===== config.mk =====
export PLATFORM = sky130hd
export DESIGN_NAME = net_bounding_box_wirelength
export DESIGN_NICKNAME = d
export VERILOG_FILES = /design/src/hdl/nbbw_pkg.sv /design/src/hdl/nbbw_front.sv /design/src/hdl/nbbw_queue.sv /design/src/hdl/nbbw_back.sv /design/src/hdl/net_bounding_box_wirelength.sv
export SDC_FILE = /design/constraint.sdc
export NUM_CORES = 2
export LEC_CHECK = 0
export BUFFER_PORTS_ARGS = -buffer_cell sky130_fd_sc_hd__buf_2
export CORE_UTILIZATION = 40
export DETAILED_ROUTE_END_ITERATION = 7
export HOLD_SLACK_MARGIN = 0.02
export MAX_ROUTING_LAYER = met4
export SYNTH_ARGS = -nofsm -noshare
export SYNTH_HDL_FRONTEND = slang
export SYNTH_SLANG_ARGS = --single-unit

===== constraint.sdc =====
create_clock -name clk -period 17.95 [get_ports clk]
set_clock_uncertainty 0.1 [all_clocks]
set_input_delay 0.8975 -clock clk [delete_from_list [all_inputs] [get_ports clk]]
set_output_delay 0.8975 -clock clk [all_outputs]
set_load 0.005 [all_outputs]

===== src/hdl/nbbw_pkg.sv =====
`timescale 1ns / 1ps

package nbbw_pkg;

	localparam int COORD_BITS_DEF  = 32;
	localparam int COUNT_BITS_DEF  = 16;
	localparam int QUEUE_DEPTH_DEF = 4;

	localparam int PIN_BITS    = 32;
	localparam int CNT_BITS    = 16;
	localparam int COST_BITS   = 47;
	localparam int WEIGHT_BITS = 16;
	localparam int FRAC_BITS   = 8;
	localparam int PROD_BITS   = PIN_BITS + WEIGHT_BITS;
	localparam int SUM_BITS    = COST_BITS + 1;

	localparam logic [WEIGHT_BITS-1:0] WEIGHT_RESET = WEIGHT_BITS'(256);

	typedef struct packed {
		logic signed [PIN_BITS-1:0] pin_x;
		logic signed [PIN_BITS-1:0] pin_y;
		logic                       first_pin;
		logic                       last_pin;
		logic                       net_ignored;
		logic                       restart_total;
	} pin_req_t;

	typedef struct packed {
		logic [PIN_BITS-1:0]  half_width;
		logic [PIN_BITS-1:0]  half_height;
		logic [CNT_BITS-1:0]  left_count;
		logic [CNT_BITS-1:0]  right_count;
		logic [CNT_BITS-1:0]  bottom_count;
		logic [CNT_BITS-1:0]  top_count;
		logic [CNT_BITS-1:0]  pin_total;
		logic [COST_BITS-1:0] total_cost;
	} res_req_t;

	// finished net handed from front to back
	typedef struct packed {
		logic [PIN_BITS-1:0] half_width;
		logic [PIN_BITS-1:0] half_height;
		logic [CNT_BITS-1:0] left_count;
		logic [CNT_BITS-1:0] right_count;
		logic [CNT_BITS-1:0] bottom_count;
		logic [CNT_BITS-1:0] top_count;
		logic [CNT_BITS-1:0] pin_total;
		logic                restart;
	} net_rec_t;

endpackage


===== src/hdl/nbbw_front.sv =====
`timescale 1ns / 1ps

module nbbw_front #(
	parameter int COORD_BITS = nbbw_pkg::COORD_BITS_DEF,
	parameter int COUNT_BITS = nbbw_pkg::COUNT_BITS_DEF
) (
	input  logic               clk,
	input  logic               arst_n,
	input  logic               in_valid,
	output logic               in_stall,
	input  nbbw_pkg::pin_req_t in_req,
	input  logic               full,
	output logic               push,
	output nbbw_pkg::net_rec_t push_rec
);

	localparam logic [COUNT_BITS-1:0] CNT_MAX = '1;
	localparam logic [COUNT_BITS-1:0] CNT_ONE = COUNT_BITS'(1);

	logic signed [COORD_BITS-1:0] lo_q [2];
	logic signed [COORD_BITS-1:0] hi_q [2];
	logic signed [COORD_BITS-1:0] lo_n [2];
	logic signed [COORD_BITS-1:0] hi_n [2];
	logic signed [COORD_BITS-1:0] v    [2];
	logic [COUNT_BITS-1:0]        cnt_q [4];
	logic [COUNT_BITS-1:0]        cnt_n [4];
	logic [COUNT_BITS-1:0]        pins_q;
	logic [COUNT_BITS-1:0]        pins_n;
	logic                         pend_q;
	logic                         accept;
	logic                         emit;
	logic                         restart_n;
	logic [COORD_BITS-1:0]        w_d;
	logic [COORD_BITS-1:0]        h_d;

	function automatic logic [COUNT_BITS-1:0] bump(input logic [COUNT_BITS-1:0] c);
		bump = (c == CNT_MAX) ? c : c + CNT_ONE;
	endfunction

	assign in_stall  = full;
	assign accept    = in_valid && !full;
	assign emit      = accept && in_req.last_pin && !in_req.net_ignored;
	assign restart_n = in_req.restart_total || pend_q;

	assign v[0] = in_req.pin_x[COORD_BITS-1:0];
	assign v[1] = in_req.pin_y[COORD_BITS-1:0];

	always_comb begin
		for (int a = 0; a < 2; a++) begin
			lo_n[a]       = lo_q[a];
			hi_n[a]       = hi_q[a];
			cnt_n[2*a]    = cnt_q[2*a];
			cnt_n[2*a+1]  = cnt_q[2*a+1];
			if (in_req.first_pin) begin
				lo_n[a]      = v[a];
				hi_n[a]      = v[a];
				cnt_n[2*a]   = CNT_ONE;
				cnt_n[2*a+1] = CNT_ONE;
			end else if (v[a] < lo_q[a]) begin
				lo_n[a]    = v[a];
				cnt_n[2*a] = CNT_ONE;
			end else if (v[a] == lo_q[a]) begin
				cnt_n[2*a] = bump(cnt_q[2*a]);
				if (v[a] == hi_q[a]) begin
					cnt_n[2*a+1] = bump(cnt_q[2*a+1]);
				end
			end else if (v[a] > hi_q[a]) begin
				hi_n[a]      = v[a];
				cnt_n[2*a+1] = CNT_ONE;
			end else if (v[a] == hi_q[a]) begin
				cnt_n[2*a+1] = bump(cnt_q[2*a+1]);
			end
		end
		pins_n = in_req.first_pin ? CNT_ONE : bump(pins_q);
	end

	assign w_d = COORD_BITS'(hi_n[0] - lo_n[0]);
	assign h_d = COORD_BITS'(hi_n[1] - lo_n[1]);

	assign push                  = emit;
	assign push_rec.half_width   = nbbw_pkg::PIN_BITS'(w_d);
	assign push_rec.half_height  = nbbw_pkg::PIN_BITS'(h_d);
	assign push_rec.left_count   = nbbw_pkg::CNT_BITS'(cnt_n[0]);
	assign push_rec.right_count  = nbbw_pkg::CNT_BITS'(cnt_n[1]);
	assign push_rec.bottom_count = nbbw_pkg::CNT_BITS'(cnt_n[2]);
	assign push_rec.top_count    = nbbw_pkg::CNT_BITS'(cnt_n[3]);
	assign push_rec.pin_total    = nbbw_pkg::CNT_BITS'(pins_n);
	assign push_rec.restart      = restart_n;

	always_ff @(posedge clk or negedge arst_n) begin
		if (!arst_n) begin
			for (int a = 0; a < 2; a++) begin
				lo_q[a] <= '0;
				hi_q[a] <= '0;
			end
			for (int k = 0; k < 4; k++) begin
				cnt_q[k] <= '0;
			end
			pins_q <= '0;
			pend_q <= 1'b0;
		end else if (accept) begin
			for (int a = 0; a < 2; a++) begin
				lo_q[a] <= lo_n[a];
				hi_q[a] <= hi_n[a];
			end
			for (int k = 0; k < 4; k++) begin
				cnt_q[k] <= cnt_n[k];
			end
			pins_q <= pins_n;
			// a restart on a pin that emits nothing waits for the next emitted net
			pend_q <= emit ? 1'b0 : restart_n;
		end
	end

endmodule


===== src/hdl/nbbw_queue.sv =====
`timescale 1ns / 1ps

module nbbw_queue #(
	parameter int DEPTH = nbbw_pkg::QUEUE_DEPTH_DEF
) (
	input  logic               clk,
	input  logic               arst_n,
	input  logic               push,
	input  nbbw_pkg::net_rec_t push_rec,
	output logic               full,
	input  logic               pop,
	output logic               rec_valid,
	output nbbw_pkg::net_rec_t rec
);

	localparam int PTR_BITS = (DEPTH > 1) ? $clog2(DEPTH) : 1;
	localparam int CNT_W    = $clog2(DEPTH + 1);
	localparam logic [PTR_BITS-1:0] LAST_PTR = PTR_BITS'(DEPTH - 1);
	localparam logic [PTR_BITS-1:0] PTR_ONE  = PTR_BITS'(1);
	localparam logic [CNT_W-1:0]    FULL_CNT = CNT_W'(DEPTH);
	localparam logic [CNT_W-1:0]    CNT_ONE  = CNT_W'(1);

	nbbw_pkg::net_rec_t      q_q [DEPTH];
	logic [PTR_BITS-1:0]     wr_q;
	logic [PTR_BITS-1:0]     rd_q;
	logic [CNT_W-1:0]        cnt_q;
	logic                    do_push;
	logic                    do_pop;

	assign full      = (cnt_q == FULL_CNT);
	assign rec_valid = (cnt_q != '0);
	assign rec       = q_q[rd_q];
	assign do_push   = push && !full;
	assign do_pop    = pop && rec_valid;

	always_ff @(posedge clk) begin
		if (do_push) begin
			q_q[wr_q] <= push_rec;
		end
	end

	always_ff @(posedge clk or negedge arst_n) begin
		if (!arst_n) begin
			wr_q  <= '0;
			rd_q  <= '0;
			cnt_q <= '0;
		end else begin
			if (do_push) begin
				wr_q <= (wr_q == LAST_PTR) ? '0 : wr_q + PTR_ONE;
			end
			if (do_pop) begin
				rd_q <= (rd_q == LAST_PTR) ? '0 : rd_q + PTR_ONE;
			end
			case ({do_push, do_pop})
				2'b10:   cnt_q <= cnt_q + CNT_ONE;
				2'b01:   cnt_q <= cnt_q - CNT_ONE;
				default: cnt_q <= cnt_q;
			endcase
		end
	end

endmodule


===== src/hdl/nbbw_back.sv =====
`timescale 1ns / 1ps

module nbbw_back (
	input  logic                                 clk,
	input  logic                                 arst_n,
	input  logic [nbbw_pkg::WEIGHT_BITS-1:0]     weight,
	input  logic                                 rec_valid,
	input  nbbw_pkg::net_rec_t                   rec,
	output logic                                 pop,
	output logic                                 out_valid,
	input  logic                                 out_stall,
	output nbbw_pkg::res_req_t                   out_req
);

	localparam logic [nbbw_pkg::SUM_BITS-1:0] COST_MAX =
		nbbw_pkg::SUM_BITS'((48'd1 << nbbw_pkg::COST_BITS) - 48'd1);

	logic                                valid_s1;
	nbbw_pkg::net_rec_t                  rec_s1;
	logic [nbbw_pkg::PROD_BITS-1:0]      prod_s1;
	logic [nbbw_pkg::PROD_BITS-1:0]      prod_d;
	logic                                valid_s2;
	nbbw_pkg::res_req_t                  res_s2;
	logic [nbbw_pkg::COST_BITS-1:0]      cost_q;
	logic                                en2;
	logic                                adv1;
	logic [nbbw_pkg::SUM_BITS-1:0]       base_d;
	logic [nbbw_pkg::SUM_BITS-1:0]       add_d;
	logic [nbbw_pkg::SUM_BITS-1:0]       sum_d;
	logic [nbbw_pkg::COST_BITS-1:0]      total_d;

	assign en2  = !valid_s2 || !out_stall;
	assign adv1 = !valid_s1 || en2;
	assign pop  = rec_valid && adv1;

	assign prod_d = rec.half_height * weight;

	assign base_d  = rec_s1.restart ? '0 : nbbw_pkg::SUM_BITS'(cost_q);
	assign add_d   = nbbw_pkg::SUM_BITS'(rec_s1.half_width)
		+ nbbw_pkg::SUM_BITS'(prod_s1 >> nbbw_pkg::FRAC_BITS);
	assign sum_d   = base_d + add_d;
	assign total_d = (sum_d > COST_MAX) ? COST_MAX[nbbw_pkg::COST_BITS-1:0]
		: sum_d[nbbw_pkg::COST_BITS-1:0];

	always_ff @(posedge clk) begin
		if (pop) begin
			rec_s1  <= rec;
			prod_s1 <= prod_d;
		end
		if (valid_s1 && en2) begin
			res_s2.half_width   <= rec_s1.half_width;
			res_s2.half_height  <= rec_s1.half_height;
			res_s2.left_count   <= rec_s1.left_count;
			res_s2.right_count  <= rec_s1.right_count;
			res_s2.bottom_count <= rec_s1.bottom_count;
			res_s2.top_count    <= rec_s1.top_count;
			res_s2.pin_total    <= rec_s1.pin_total;
			res_s2.total_cost   <= total_d;
		end
	end

	always_ff @(posedge clk or negedge arst_n) begin
		if (!arst_n) begin
			valid_s1 <= 1'b0;
			valid_s2 <= 1'b0;
			cost_q   <= '0;
		end else begin
			if (adv1) begin
				valid_s1 <= rec_valid;
			end
			if (en2) begin
				valid_s2 <= valid_s1;
			end
			if (valid_s1 && en2) begin
				cost_q <= total_d;
			end
		end
	end

	assign out_valid = valid_s2;
	assign out_req   = res_s2;

endmodule


===== src/hdl/net_bounding_box_wirelength.sv =====
`timescale 1ns / 1ps
// net bounding box wirelength, one pin per cycle while the queue is not full
// a net's result passes through the queue and then the back's product and result registers
// throughput: one pin per cycle unless stalled, set by the front's box compare and update
// the back multiplies and accumulates one net per cycle unless stalled, behind a small queue
// reset (async, active low): box, counts and total cleared, weight 1.0, queue empty

module net_bounding_box_wirelength #(
	parameter int COORD_BITS  = nbbw_pkg::COORD_BITS_DEF,
	parameter int COUNT_BITS  = nbbw_pkg::COUNT_BITS_DEF,
	parameter int QUEUE_DEPTH = nbbw_pkg::QUEUE_DEPTH_DEF
) (
	input  logic                             clk,
	input  logic                             arst_n,
	input  logic                             in_valid,
	output logic                             in_stall,
	input  nbbw_pkg::pin_req_t               in_req,
	output logic                             out_valid,
	input  logic                             out_stall,
	output nbbw_pkg::res_req_t               out_req,
	input  logic                             cfg_we,
	input  logic [nbbw_pkg::WEIGHT_BITS-1:0] cfg_data
);

	logic [nbbw_pkg::WEIGHT_BITS-1:0] weight_q;
	logic                             full;
	logic                             push;
	nbbw_pkg::net_rec_t               push_rec;
	logic                             pop;
	logic                             rec_valid;
	nbbw_pkg::net_rec_t               rec;

	always_ff @(posedge clk or negedge arst_n) begin
		if (!arst_n) begin
			weight_q <= nbbw_pkg::WEIGHT_RESET;
		end else if (cfg_we) begin
			weight_q <= cfg_data;
		end
	end

	nbbw_front #(
		.COORD_BITS (COORD_BITS),
		.COUNT_BITS (COUNT_BITS)
	) u_front (
		.clk      (clk),
		.arst_n   (arst_n),
		.in_valid (in_valid),
		.in_stall (in_stall),
		.in_req   (in_req),
		.full     (full),
		.push     (push),
		.push_rec (push_rec)
	);

	nbbw_queue #(
		.DEPTH (QUEUE_DEPTH)
	) u_queue (
		.clk       (clk),
		.arst_n    (arst_n),
		.push      (push),
		.push_rec  (push_rec),
		.full      (full),
		.pop       (pop),
		.rec_valid (rec_valid),
		.rec       (rec)
	);

	nbbw_back u_back (
		.clk       (clk),
		.arst_n    (arst_n),
		.weight    (weight_q),
		.rec_valid (rec_valid),
		.rec       (rec),
		.pop       (pop),
		.out_valid (out_valid),
		.out_stall (out_stall),
		.out_req   (out_req)
	);

endmodule


==> metrics <==
number of pins exceeding their max-slew limit in the final report=0; Arrival @ worst endpoint=9360 ps; FP Rows=156; drt total wl=188 mm; number of warnings issued by yosys=0; critical path peak fanout=101; clock-pin slew on the worst setup and hold paths=60 ps; Final setup violation count=0; clock insertion delay at the later pin of the skew report=820 ps; share of synthesized flip-flops with an asynchronous set or reset=0.227; slew at the pin closest to its max-slew limit=1090 ps; die span in y=430 µm; gate count after technology mapping=6,131; critical path startpoint category=register; number of enable flip-flop cells after synthesis=956; syn_area_per_cell=11.9 µm²; Iteration-0 DRC Markers=3,130; Setup Crit Path Kind=register to register; maximum clock path buffer count=3; number of global-route vias before repair=48,500; Congestion Overflow GR=0; commonest cells after routing, fill and taps aside=956 x edfxtp_1, 732 x nand2_1, 654 x inv_1; via count=47,300; post-detail-place hpwl=131 mm; sink count of the clock tree=1,237; Remaining DRCs=0; global-route usage over all layers=0.211; starting utilization of the core area=0.404; shortest period the worst path allows=8930 ps; worst endpoint required time=18,380 ps; number of nets in the layout=7,275; synth unique cells=92; final routed wire length divided by cell count=21.2 µm; gp weighted congestion=0.879; status=finished clean; Peak Freq=112 MHz; area enclosed by the die boundary=185,000 µm²; sum of negative setup slack=0 ps; Worst slew margin=0.270; ANT nets after route=0; buffer count from post-CTS setup fixing=0; final hold vios=0; most common cell after layout, fill and taps aside=edfxtp_1; total core area=181,000 µm²; max-capacitance violation count=0; wire length of the first global-routing pass=292 mm; maximum number of pins on one net before global-route repair=102; part of the cycle the worst path needs=0.497; antenna violations before repair=24; depth of the CTS H-tree=4; area delta synth->final=12.1%; Clock Root Buffer=clkbuf_16; Via-to-Cell Ratio=5.33; number of buffers created by CTS=141; horizontal extent of the die=430 µm; number of primary I/O pins=282; hold crit path type=input pin to register; category of the worst setup path capture point=register; Synthesized Nets=7,033; setup repair after global routing missed its margin=false; # port buffers=281; register bit total from synthesis=1,237; fraction of layout instances using a drive strength above 1=0.125; CTS tree=built; Post-synth top flop=edfxtp_1; CTS-repair resized insts=0; post-synthesis cell area=73,200 µm²; DRT Pass-1 Iters=6; sequential share of the synthesized area=0.488
[cells in the mapped netlist (18+ instances only)]
cell type | count | share of area
a211oi_1 | 34 | 0.0035
buf_1 | 47 | 0.0024
edfxtp_1 | 956 | 0.39
and4_1 | 18 | 0.0022
xnor2_1 | 131 | 0.016
and3_1 | 40 | 0.0034
nor3_1 | 63 | 0.0043
nor2b_1 | 78 | 0.0067
o31ai_1 | 31 | 0.0032
a21oi_1 | 255 | 0.017
o21ai_0 | 289 | 0.020
nand4_1 | 69 | 0.0059
ha_1 | 391 | 0.067
o211ai_1 | 23 | 0.0024
o21bai_1 | 24 | 0.0025
nand3_1 | 112 | 0.0077
dfrtp_1 | 280 | 0.096
fa_1 | 422 | 0.12
mux2i_1 | 51 | 0.0070
a31oi_1 | 33 | 0.0028
nand2b_1 | 24 | 0.0021
buf_2 | 29 | 0.0020
o21a_1 | 42 | 0.0043
mux2_2 | 52 | 0.0080
and2_1 | 236 | 0.020
a21o_1 | 116 | 0.012
xor2_1 | 86 | 0.010
clkbuf_1 | 163 | 0.0084
nand2_1 | 733 | 0.038
o21ai_1 | 29 | 0.0020
nor2_1 | 273 | 0.014
inv_1 | 654 | 0.034
mux4_2 | 144 | 0.044
[layout make-up]
class | count | area [µm²]
clock buffer | 180 | 3810
antenna | 15 | 37.5
sequential | 1237 | 35800
fill | 16500 | 99100
inverter | 655 | 2470
timing repair buffer | 342 | 1890
clock inverter | 80 | 1030
tap | 2370 | 2970
multi-input combinational | 3996 | 34100
[flip-flops by register name, summed over array words and instances (netlist names)]
name	cells
u_back.cost_q	47
u_front.lo_q	64
u_front.cnt_q	64
u_queue.rd_q	2
u_back.rec_s1	145
weight_q	16
u_queue.cnt_q	3
u_front.pend_q	1
u_back.valid_s1	1
u_queue.wr_q	2
u_queue.q_q	580
u_back.out_req	191
u_front.pins_q	16
u_back.out_valid	1
u_back.prod_s1	40
u_front.hi_q	64
[stage by stage]
| step | setup WS (ps) | cells | hold slack (ps) | instance area (µm²) | util |
|---|---|---|---|---|---|
| final | 9020 | 8875 | 206 | 82000 | 0.453 |
| after global routing | 8340 | 8875 | 167 | 82000 | 0.453 |
| after CTS | 8880 | 8860 | 132 | 82000 | 0.452 |
| after detailed placement | 8940 | 8599 | 305 | 77100 | 0.426 |
| after global placement | 8900 | 8599 | 303 | 77100 | 0.426 |
| after floorplan | 5120 | 6131 | 300 | 73200 | - |
[final timing paths]
| check | slack, ps | to | startpoint | depth (start not counted) |
|---|---|---|---|---|
| worst max-delay path | 9020 | u_back.prod_s1[45] | u_queue.rd_q[0] | 24 |
| worst max register to register | 9020 | u_back.prod_s1[45] | u_queue.rd_q[0] | 24 |
| max in group asynchronous | 15110 | u_front.lo_q[49] | arst_n | 4 |
| worst min-delay path | 210 | weight_q[1] | cfg_data[1] | 2 |
| min in group asynchronous | 580 | u_back.cost_q[4] | arst_n | 2 |
| worst min register to register | 280 | u_back.out_req[133] | u_back.rec_s1[87] | 0 |
[timing repair]
| action | in CTS | in global routing |
|---|---|---|
| hold buffers | 1 | 0 |
| endpoints found under the hold margin | 23 | 0 |
| setup endpoints to repair | 0 | 0 |
[routing by layer]
metal / wire length (µm) / global-route usage
met1: 83800 / 0.275
met2: 89200 / 0.338
met3: 8850 / 0.0325
met4: 6290 / 0.0710
met5: 0 / -
[worst max-delay path, cell delays in order, from the launching register on]
cell and delay [ps]:
dfrtp_4 740, buf_4 580, buf_12 640, mux4_2 850, nand2_1 190, fa_1 430
fa_1 530, fa_1 510, inv_1 50, fa_1 500, fa_1 500, inv_1 50
fa_1 470, inv_1 40, ha_1 410, a21oi_1 130, o21ai_0 300, nor2_1 100
nand3_1 100, o21ai_0 140, o31a_1 370, o21ai_1 320, a21oi_1 160, o31ai_1 250
xor2_1 100
[cell families (layout without fill, tap and decap cells)]
logic type,count (synthesis),count (layout),share of synthesized area
buffers and inverters,898,1257,0.0469
multiplexers,247,247,0.0593
adder cells (fa/ha/maj),813,813,0.182
other,0,15,0
XOR/XNOR,217,217,0.0260
flip-flops,1237,1237,0.488
AND/OR/NAND/NOR,1716,1716,0.111
AO/OA/AOI/OAI,1003,1003,0.0860
Power is left out: the tool's default activity adds up to more than one toggle a clock period on the data nets, which glitch-free logic cannot reach.
